## src/hw/rtl/bpfb_pkg.sv

```systemverilog
package bpfb_pkg;

   localparam int unsigned BTN_W   = 31;
   localparam int unsigned SCALE_W = 25;
   localparam int unsigned WORD_W  = 32;
   localparam int unsigned CSR_IDX_W = 3;
   // reciprocal quotient bits, one per cell plus the top bit
   localparam int unsigned RECIP_BITS = 33;

   localparam logic [SCALE_W-1:0] SCALE_RESET = 25'd10000000;
   localparam logic [WORD_W-1:0]  Q_GAIN      = 32'd100000000;

   typedef enum logic [CSR_IDX_W-1:0] {
      CSR_SCALE_X  = 3'd0,
      CSR_SCALE_Y  = 3'd1,
      CSR_OFFSET_X = 3'd2,
      CSR_OFFSET_Y = 3'd3,
      CSR_OFFSET_Q = 3'd4,
      CSR_DIAG     = 3'd5
   } csr_idx_type;

   // data handed from cell to cell along the row
   typedef struct packed {
      logic                valid;
      logic                last;
      logic                diag;
      logic [WORD_W-1:0]   mx;      // differences, wrapping
      logic [WORD_W-1:0]   my;
      logic [WORD_W-1:0]   mq;
      logic [BTN_W-1:0]    sum;
      logic [5:0]          shl;     // 62 - shift
      logic [WORD_W:0]     rem;     // partial remainder
      logic [RECIP_BITS-1:0] quo;   // quotient bits so far
   } bpfb_cell_type;

endpackage

```

## src/hw/rtl/bpfb_div_cell.sv

```systemverilog
module bpfb_div_cell
   import bpfb_pkg::*;
(
   input  logic          clock,
   input  logic          reset,
   input  logic          advance,
   input  bpfb_cell_type cell_i,
   output bpfb_cell_type cell_o
);

   bpfb_cell_type cell_ff, cell_in;
   logic [WORD_W+1:0] trial;

   // one restoring division step: shift in a zero, subtract S if it fits
   always_comb begin
      cell_in = cell_i;
      trial   = {cell_i.rem, 1'b0} - {3'b000, cell_i.sum};
      if (!trial[WORD_W+1]) begin
         cell_in.rem = trial[WORD_W:0];
         cell_in.quo = {cell_i.quo[RECIP_BITS-2:0], 1'b1};
      end else begin
         cell_in.rem = {cell_i.rem[WORD_W-1:0], 1'b0};
         cell_in.quo = {cell_i.quo[RECIP_BITS-2:0], 1'b0};
      end
   end

   always_ff @(posedge clock) begin
      if (reset) begin
         cell_ff.valid <= 1'b0;
      end else if (advance) begin
         cell_ff.valid <= cell_in.valid;
      end
      if (advance) begin
         cell_ff.last <= cell_in.last;
         cell_ff.diag <= cell_in.diag;
         cell_ff.mx   <= cell_in.mx;
         cell_ff.my   <= cell_in.my;
         cell_ff.mq   <= cell_in.mq;
         cell_ff.sum  <= cell_in.sum;
         cell_ff.shl  <= cell_in.shl;
         cell_ff.rem  <= cell_in.rem;
         cell_ff.quo  <= cell_in.quo;
      end
   end

   assign cell_o = cell_ff;

endmodule

```

## config.mk

```make
export PLATFORM = sky130hd
export DESIGN_NAME = bpfb_div_cell
export DESIGN_NICKNAME = d
export VERILOG_FILES = /design/src/hw/rtl/bpfb_pkg.sv /design/src/hw/rtl/bpfb_div_cell.sv
export SDC_FILE = /design/constraint.sdc
export NUM_CORES = 1
export LEC_CHECK = 0
export BUFFER_PORTS_ARGS = -buffer_cell sky130_fd_sc_hd__buf_4
export CAP_MARGIN = 40
export CELL_PAD_IN_SITES_DETAIL_PLACEMENT = 0
export CELL_PAD_IN_SITES_GLOBAL_PLACEMENT = 1
export CORE_AREA = 4 4 202 145
export CTS_BUF_LIST = sky130_fd_sc_hd__clkbuf_8
export DETAILED_ROUTE_END_ITERATION = 8
export DIE_AREA = 0 0 206 149
export HOLD_SLACK_MARGIN = 0.1
export PLACE_DENSITY_LB_ADDON = 0.1
export SLEW_MARGIN = 20
export SYNTH_ARGS = -nofsm -noshare
export SYNTH_HDL_FRONTEND = slang
export SYNTH_SLANG_ARGS = --single-unit
export TNS_END_PERCENT = 50
```

## constraint.sdc

```tcl
create_clock -name clock -period 4.5 [get_ports clock]
set_input_delay 0.9 -clock clock [delete_from_list [all_inputs] [get_ports clock]]
set_output_delay 0.9 -clock clock [all_outputs]
set_load 0.01 [all_outputs]
```

==> impl_results.md, run 1 <==
- Leakage: 5.36 nW
- Worst slew margin: 61.3%
- Largest register FFs: 202
- Site row count: 51
- Share of layout cells above drive strength 1: 47.5%
- Synthesized area: 8120 sq um
- Gr usage total: 15.5%
- Top-area cell type share of the netlist area: 74.3%
- Worst r2r src: cell_o[201]
- Routed WL: 25.5 mm
- Vias/cell: 4.27
- Final setup vio count: 0
- Status: complete, no violations
- Min-delay src: cell_o[201]
- Yosys reg bits: 202
- Post-DRT Antenna Nets: 0
- Syn Area/Cell: 15.7 sq um
- Worst Setup End Kind: register
- Post-CTS Hold Fix Bufs: 0
- Htree depth: 2
- Die footprint: 30,700 sq um
- CTS Buf Count: 35
- Clk_lat worst skew: 0.52 ns
- Power per Cell Area: 381 nW/um^2
- Diode count: 0
- Clk buf depth: 3
- Residual DRC count: 0
- GRT overflow: 0
- Post-Place Worst Slack: slightly below 0.7 ns
- Leading post-synthesis cells by cell area: edfxtp_1 (74%), ha_1 (4.6%), o21ai_0 (2.2%)
- Asr flop ratio synth: 0%
- Post-synthesis mux area share: 0.401%
- Clock transition at path regs: 0.06 ns
- Achievable Freq: 316 MHz
- Layout area overhead: 51.4%
- Initial drt markers: 163
- CTS Root Cell: clkbuf_8
- Worst r2r dst: cell_o[201]
- CP required: roughly 4.8 ns
- CP Class: in -> reg
- Initial antenna violation count: 2
- Simple-Gate Fraction of Synth Area: under 10%
- Class of the worst hold path: reg -> reg
- NetSw: 1.21 mW
- Fin area: 12,300 sq um
- Worst Hold Path EP: cell_o[201]
- Multi-input gate area: between 1500 and 2000 sq um
- First-pass DRT Iterations: 6
- RSZ-0062 raised after global routing: false
- Number of synthesized flops with an enable pin: 201
- Final setup TNS: 0 ns
- Clk_skew: 0 ns
- Via count: about 5,800
- Routed WL per cell: 18.8 um
- Sink Count: 202
- CTS tree: yes
- Initial Utilization: 29.6%
- Max-cap violations: 0
- Critical Path AT: 3.44 ns
- Post-DP HPWL: ~20 mm
- Cell Area, Placed: 11,700 sq um
- PortBufs: a little over 400
- Syn_nets: 752
- Filler instances: between 2,000 and 3,000
- Die W: 206 um
- Prevailing post-synth register cell: edfxtp_1
- Slew @ Worst Pin: 0.578 ns
- Seq/Total Area, Yosys: 74.6%
- First-pass GRT wire length: about 36 mm
- Largest net degree at the start of global routing: 91
- R2r worst-path depth: 2
- Core area: ~27,000 sq um
- Slew Limit Fails: 0
- GP Congestion: 0.799
- Startpoint Class: input port
- Synth Area in Adders: 4.87%
- Resize count post-CTS: 0
- Post-Syn Instances: 516
- Worst vdd ir: 253 uV
- Largest area contributor in the synthesized netlist: edfxtp_1
- Reg area: 6060 sq um
- Main combinational cell family by area after synthesis: compound AO/OA/AOI/OAI gates
- Postcts setup bufs: 0
- Logic pwr share: 18.3%
- Final net count: 1,194
- Hold violation count in the final report: 0
- Flop pwr share: between 40 and 50%
- Synth Area in Compound Gates: 9.96%
- Synth Area in XOR/XNOR: 3.02%
- Reg2Reg Setup Slack: 3.92 ns
- Vias in the first global route: between 5,000 and 6,000
- Switching part of the total: 25.9%
- Yosys cell types: 54
- Period utilisation layout: 70.3%
- Clock network power share: 32.2%
- Internal Power: 3.47 mW
- Crit path time final: 3.16 ns
- Io pins: a little over 400
- Final worst slack: 1.34 ns
- DIE HEIGHT: 149 um
- CP max FO: 19
- Synth warn: 0
- Hold path cells: 2
-- Yosys cell counts (all sizes together) (5+ instances only) --
library cell,instances
nand2,46
ha,30
edfxtp,201
o21ai,38
a21o,16
a21oi,29
xnor2,14
xor2,14
nor2,9
o211ai,7
buf,5
nor3,7
inv,39
-- how the worst max path moves through the flow --
stage,startpoint,end,slack (ns),cells after the start
final,cell_i[47],cell_o[63],1.34,10
after floorplan,cell_i[33],cell_o[61],1.25,10
after global routing,cell_i[87],cell_o[63],1.09,11
after CTS,cell_i[86],cell_o[63],1.28,11
after global placement,cell_i[76],cell_o[63],0.74,11
after detailed placement,cell_i[86],cell_o[63],0.67,11
-- cell usage in the layout, fill, tap and decap left out, drive strengths merged, types with 2 or more instances in the layout --
master	synthesis	final
a211o	2	2
a211oi	4	4
a21boi	3	3
a21o	16	16
a21oi	29	29
a31oi	4	4
and2	4	4
and3	2	2
buf	5	411
clkbuf	2	38
clkinv	0	7
edfxtp	201	201
ha	30	30
inv	39	57
mux2	2	2
nand2	46	46
nand2b	4	4
nand3	4	4
nand4	4	4
nor2	9	9
nor3	7	7
o2111ai	3	3
o211ai	7	7
o21a	2	2
o21ai	38	38
o31ai	4	4
xnor2	14	14
xor2	14	14
-- power groups by stage --
stage | logic [mW] | clock network (mW) | registers [mW]
finish | 0.857 | 1.51 | 2.31
global route | 0.939 | 1.67 | 2.33
CTS | 0.877 | 1.58 | 2.32
detailed placement | 0.875 | 0 | 2.35
global placement | 0.870 | 0 | 2.35
floorplan | 0.253 | 0 | 2.45
-- critical path: stages --
cell and delay (ns):
buf_4 0.11, ha_1 0.39, o211ai_1 0.15, o211ai_1 0.27, nand2_1 0.11, o22a_1 0.20, o211a_1 0.23, o211ai_4 0.54
inv_1 0.21, mux2_2 0.32
-- per-layer routing --
| layer | up-vias | wire length (um) | track usage (%) |
|---|---|---|---|
| met5 | - | 26 | 0 |
| li1 | 2852 | - | - |
| met2 | 212 | 12600 | 26.1 |
| met3 | 36 | 2680 | 6.96 |
| met4 | 4 | 354 | 4.16 |
| met1 | 2686 | 9890 | 18.2 |
-- kinds of logic after synthesis --
family / count (synthesis)
flip-flops: 202
AO/OA/AOI/OAI: 122
AND/OR/NAND/NOR: 84
buffers and inverters: 46
adder cells (fa/ha/maj): 31
XOR/XNOR: 28
multiplexers: 3
-- stage by stage --
stage,util [%],std cells,power (mW),hold WS [ns]
2_1_floorplan,-,516,2.70,0.528
3_3_place_gp,42.4,1291,3.22,0.495
3_5_place_dp,42.5,1292,3.23,0.501
4_1_cts,44.8,1355,4.77,0.475
5_1_grt,44.8,1355,4.94,0.483
6_report,44.8,1355,4.68,0.507
-- layout make-up --
cell class | count | share of cell area, %
clock buffers | 37 | 4.14
clock inverters | 26 | 0.876
inverters | 39 | 1.19
multi-input cells | 268 | 15.3
flip-flops and latches | 202 | 49.3
well taps | 371 | 3.78
repair buffers | 412 | 25.5
(Power assumes the default switching activity.)
==> run 2: changes to the inputs <==
clock period = 3.1 ns   (was 4.5 ns; I/O delays follow)
==> impl_results.md, run 2 (synthesis gave the netlist of run 1 again) <==
- CP required: 3.46 ns
- Die footprint: 30,700 sq um
- First-pass DRT Iterations: 4
- Leakage: about 5.5 nW
- Filler instances: 2,585
- Final setup TNS: 0 ns
- Gr usage total: around 16%
- Worst vdd ir: 303 uV
- Post-Route Utilization: 45.7%
- CTS Buf Count: 36
- Core area: between 20,000 and 30,000 sq um
- Placed instance count: 1,326
- Largest register FFs: 202
- Flop pwr share: 49.1%
- Met3 Track Usage GR: 7.02%
- Io pins: 407
- Achievable Freq: around 370 MHz
- Class of the worst hold path: in -> reg
- Vias in the first global route: 5,972
- Clk_lat worst skew: between 0.5 and 0.6 ns
- Post-CTS Hold Fix Bufs: 0
- Critical Path AT: between 3 and 4 ns
- Slew Limit Fails: 0
- Post-DRT Antenna Nets: 0
- Fin cells: 1,385
- Site row count: 51
- Met1 Usage GRT: about 18%
- Largest net degree at the start of global routing: 57
- CP max FO: 2
- Routed WL per cell: 18.6 um
- Internal Power: 5.06 mW
- Slowest CP cell: fa_1
- Die W: 206 um
- Switching part of the total: between 20% and 30%
- Final setup vio count: 0
- Clk_skew: 0 ns
- Share of layout cells above drive strength 1: 49.6%
- CTS tree: yes
- Clock network power share: 31.8%
- Routing usage on met2: 25.8%
- Top Usage Layer GRT: met2
- Residual DRC count: 0
- Sink Count: between 200 and 250
- Reg area: between 6000 and 7000 sq um
- RSZ-0062 raised after global routing: false
- Vias/cell: 4.26
- Status: complete, no violations
- Max-cap violations: 0
- Startpoint Class: input port
- Crit path time final: 2.73 ns
- Final net count: 1,229
- GRT overflow: 0
- Multi-input gate area: 1870 sq um
- Tot Pwr: ~6.8 mW
- Commonest cells after routing, fill and taps aside: buf_4 (442), edfxtp_1 (201), inv_1 (46), nand2_1 (46), clkbuf_8 (37)
- CP peak stage delay: 0.46 ns
- Routed WL: 25.8 mm
- Clk buf depth: 3
- CTS Root Cell: clkbuf_8
- Commonest non-fill, non-tap cell in the layout: buf_4
- Period utilisation layout: between 80 and 90%
- Crit-path cells: buf_4 -> inv_1 -> fa_1 -> and2b_1 -> o2111ai_2 -> a211o_1 -> a21o_1 -> a2111o_1 -> a21bo_1 -> and3_4 -> o31ai_2
- Resize count post-CTS: 0
- Post-DP HPWL: 20.4 mm
- Htree depth: 2
- Clock transition at path regs: 0.06 ns
- GP Congestion: between 0.7 and 0.8
- Via count: 5,900
- Hold slack final: 0.238 ns
- Reg2Reg Setup Slack: between 2 and 3 ns
- First-pass GRT wire length: 36.1 mm
- Logic pwr share: between 10% and 20%
- Initial Utilization: 29.6%
- Postcts setup bufs: 0
- Worst slew margin: about two thirds
- Layout area overhead: 54.4%
- Initial drt markers: 231
- Initial antenna violation count: 1
- DIE HEIGHT: approximately 150 um
- Slew @ Worst Pin: around 0.48 ns
- Power per Cell Area: roughly 550 nW/um^2
- CP Class: in -> reg
- Worst Setup End Kind: register
- PortBufs: 405
- Hold violation count in the final report: 0
- NetSw: 1.78 mW
[run 2: cell count changes in the layout (fill, tap and decap cells not counted), sizes merged]
cell | previous run | this run
buf | 411 | 445
clkbuf | 38 | 37
clkinv | 7 | 12
diode | 0 | 1
inv | 57 | 48
[run 2: worst max-delay path, delay by kind of cell]
kind | cells | cell delay (ns)
adders and majority gates | 1 | 0.46
buffers and inverters | 2 | 0.12
and+or+nand+nor | 2 | 0.43
AOI/OAI and AO/OA | 6 | 1.45
[run 2: layout make-up]
class | count | area share [%]
flip-flops and latches | 202 | 48.3
diodes | 1 | 0.0200
clock inverters | 22 | 0.809
inverters | 39 | 1.17
clock buffers | 36 | 3.95
well taps | 371 | 3.70
repair buffers | 446 | 27.1
multi-input cells | 268 | 15.0
[run 2: worst paths after layout]
kind              depth (start not counted)   startpoint     endpoint
setup / recovery                         11   cell_i[33]   cell_o[61]
hold / removal                            2        reset  cell_o[201]
setup reg to reg                          2  cell_o[201]  cell_o[201]
hold reg to reg                           2  cell_o[201]  cell_o[201]
[run 2: through the flow]
step / worst slack (ns) / cell area [sq um]
2_1_floorplan: 0.133 / 8120
3_3_place_gp: -0.199 / 11900
3_5_place_dp: -0.199 / 11900
4_1_cts: 0.365 / 12500
5_1_grt: 0.234 / 12500
6_report: 0.369 / 12500
[run 2: routing by layer]
| layer | share of wire, % | vias up | wire (um) |
|---|---|---|---|
| met5 | 0 | - | 0 |
| met4 | 2.4 | 0 | 607 |
| met3 | 10 | 44 | 2670 |
| met2 | 48 | 221 | 12400 |
| met1 | 39 | 2725 | 10100 |
| li1 | - | 2910 | - |
[run 2: power groups by stage]
stage / combinational (mW) / clock, mW / sequential (mW)
2_1_floorplan: 0.367 / 0 / 3.55
3_3_place_gp: 1.33 / 0 / 3.41
3_5_place_dp: 1.33 / 0 / 3.42
4_1_cts: 1.34 / 2.27 / 3.36
5_1_grt: 1.43 / 2.40 / 3.38
6_report: 1.31 / 2.17 / 3.36
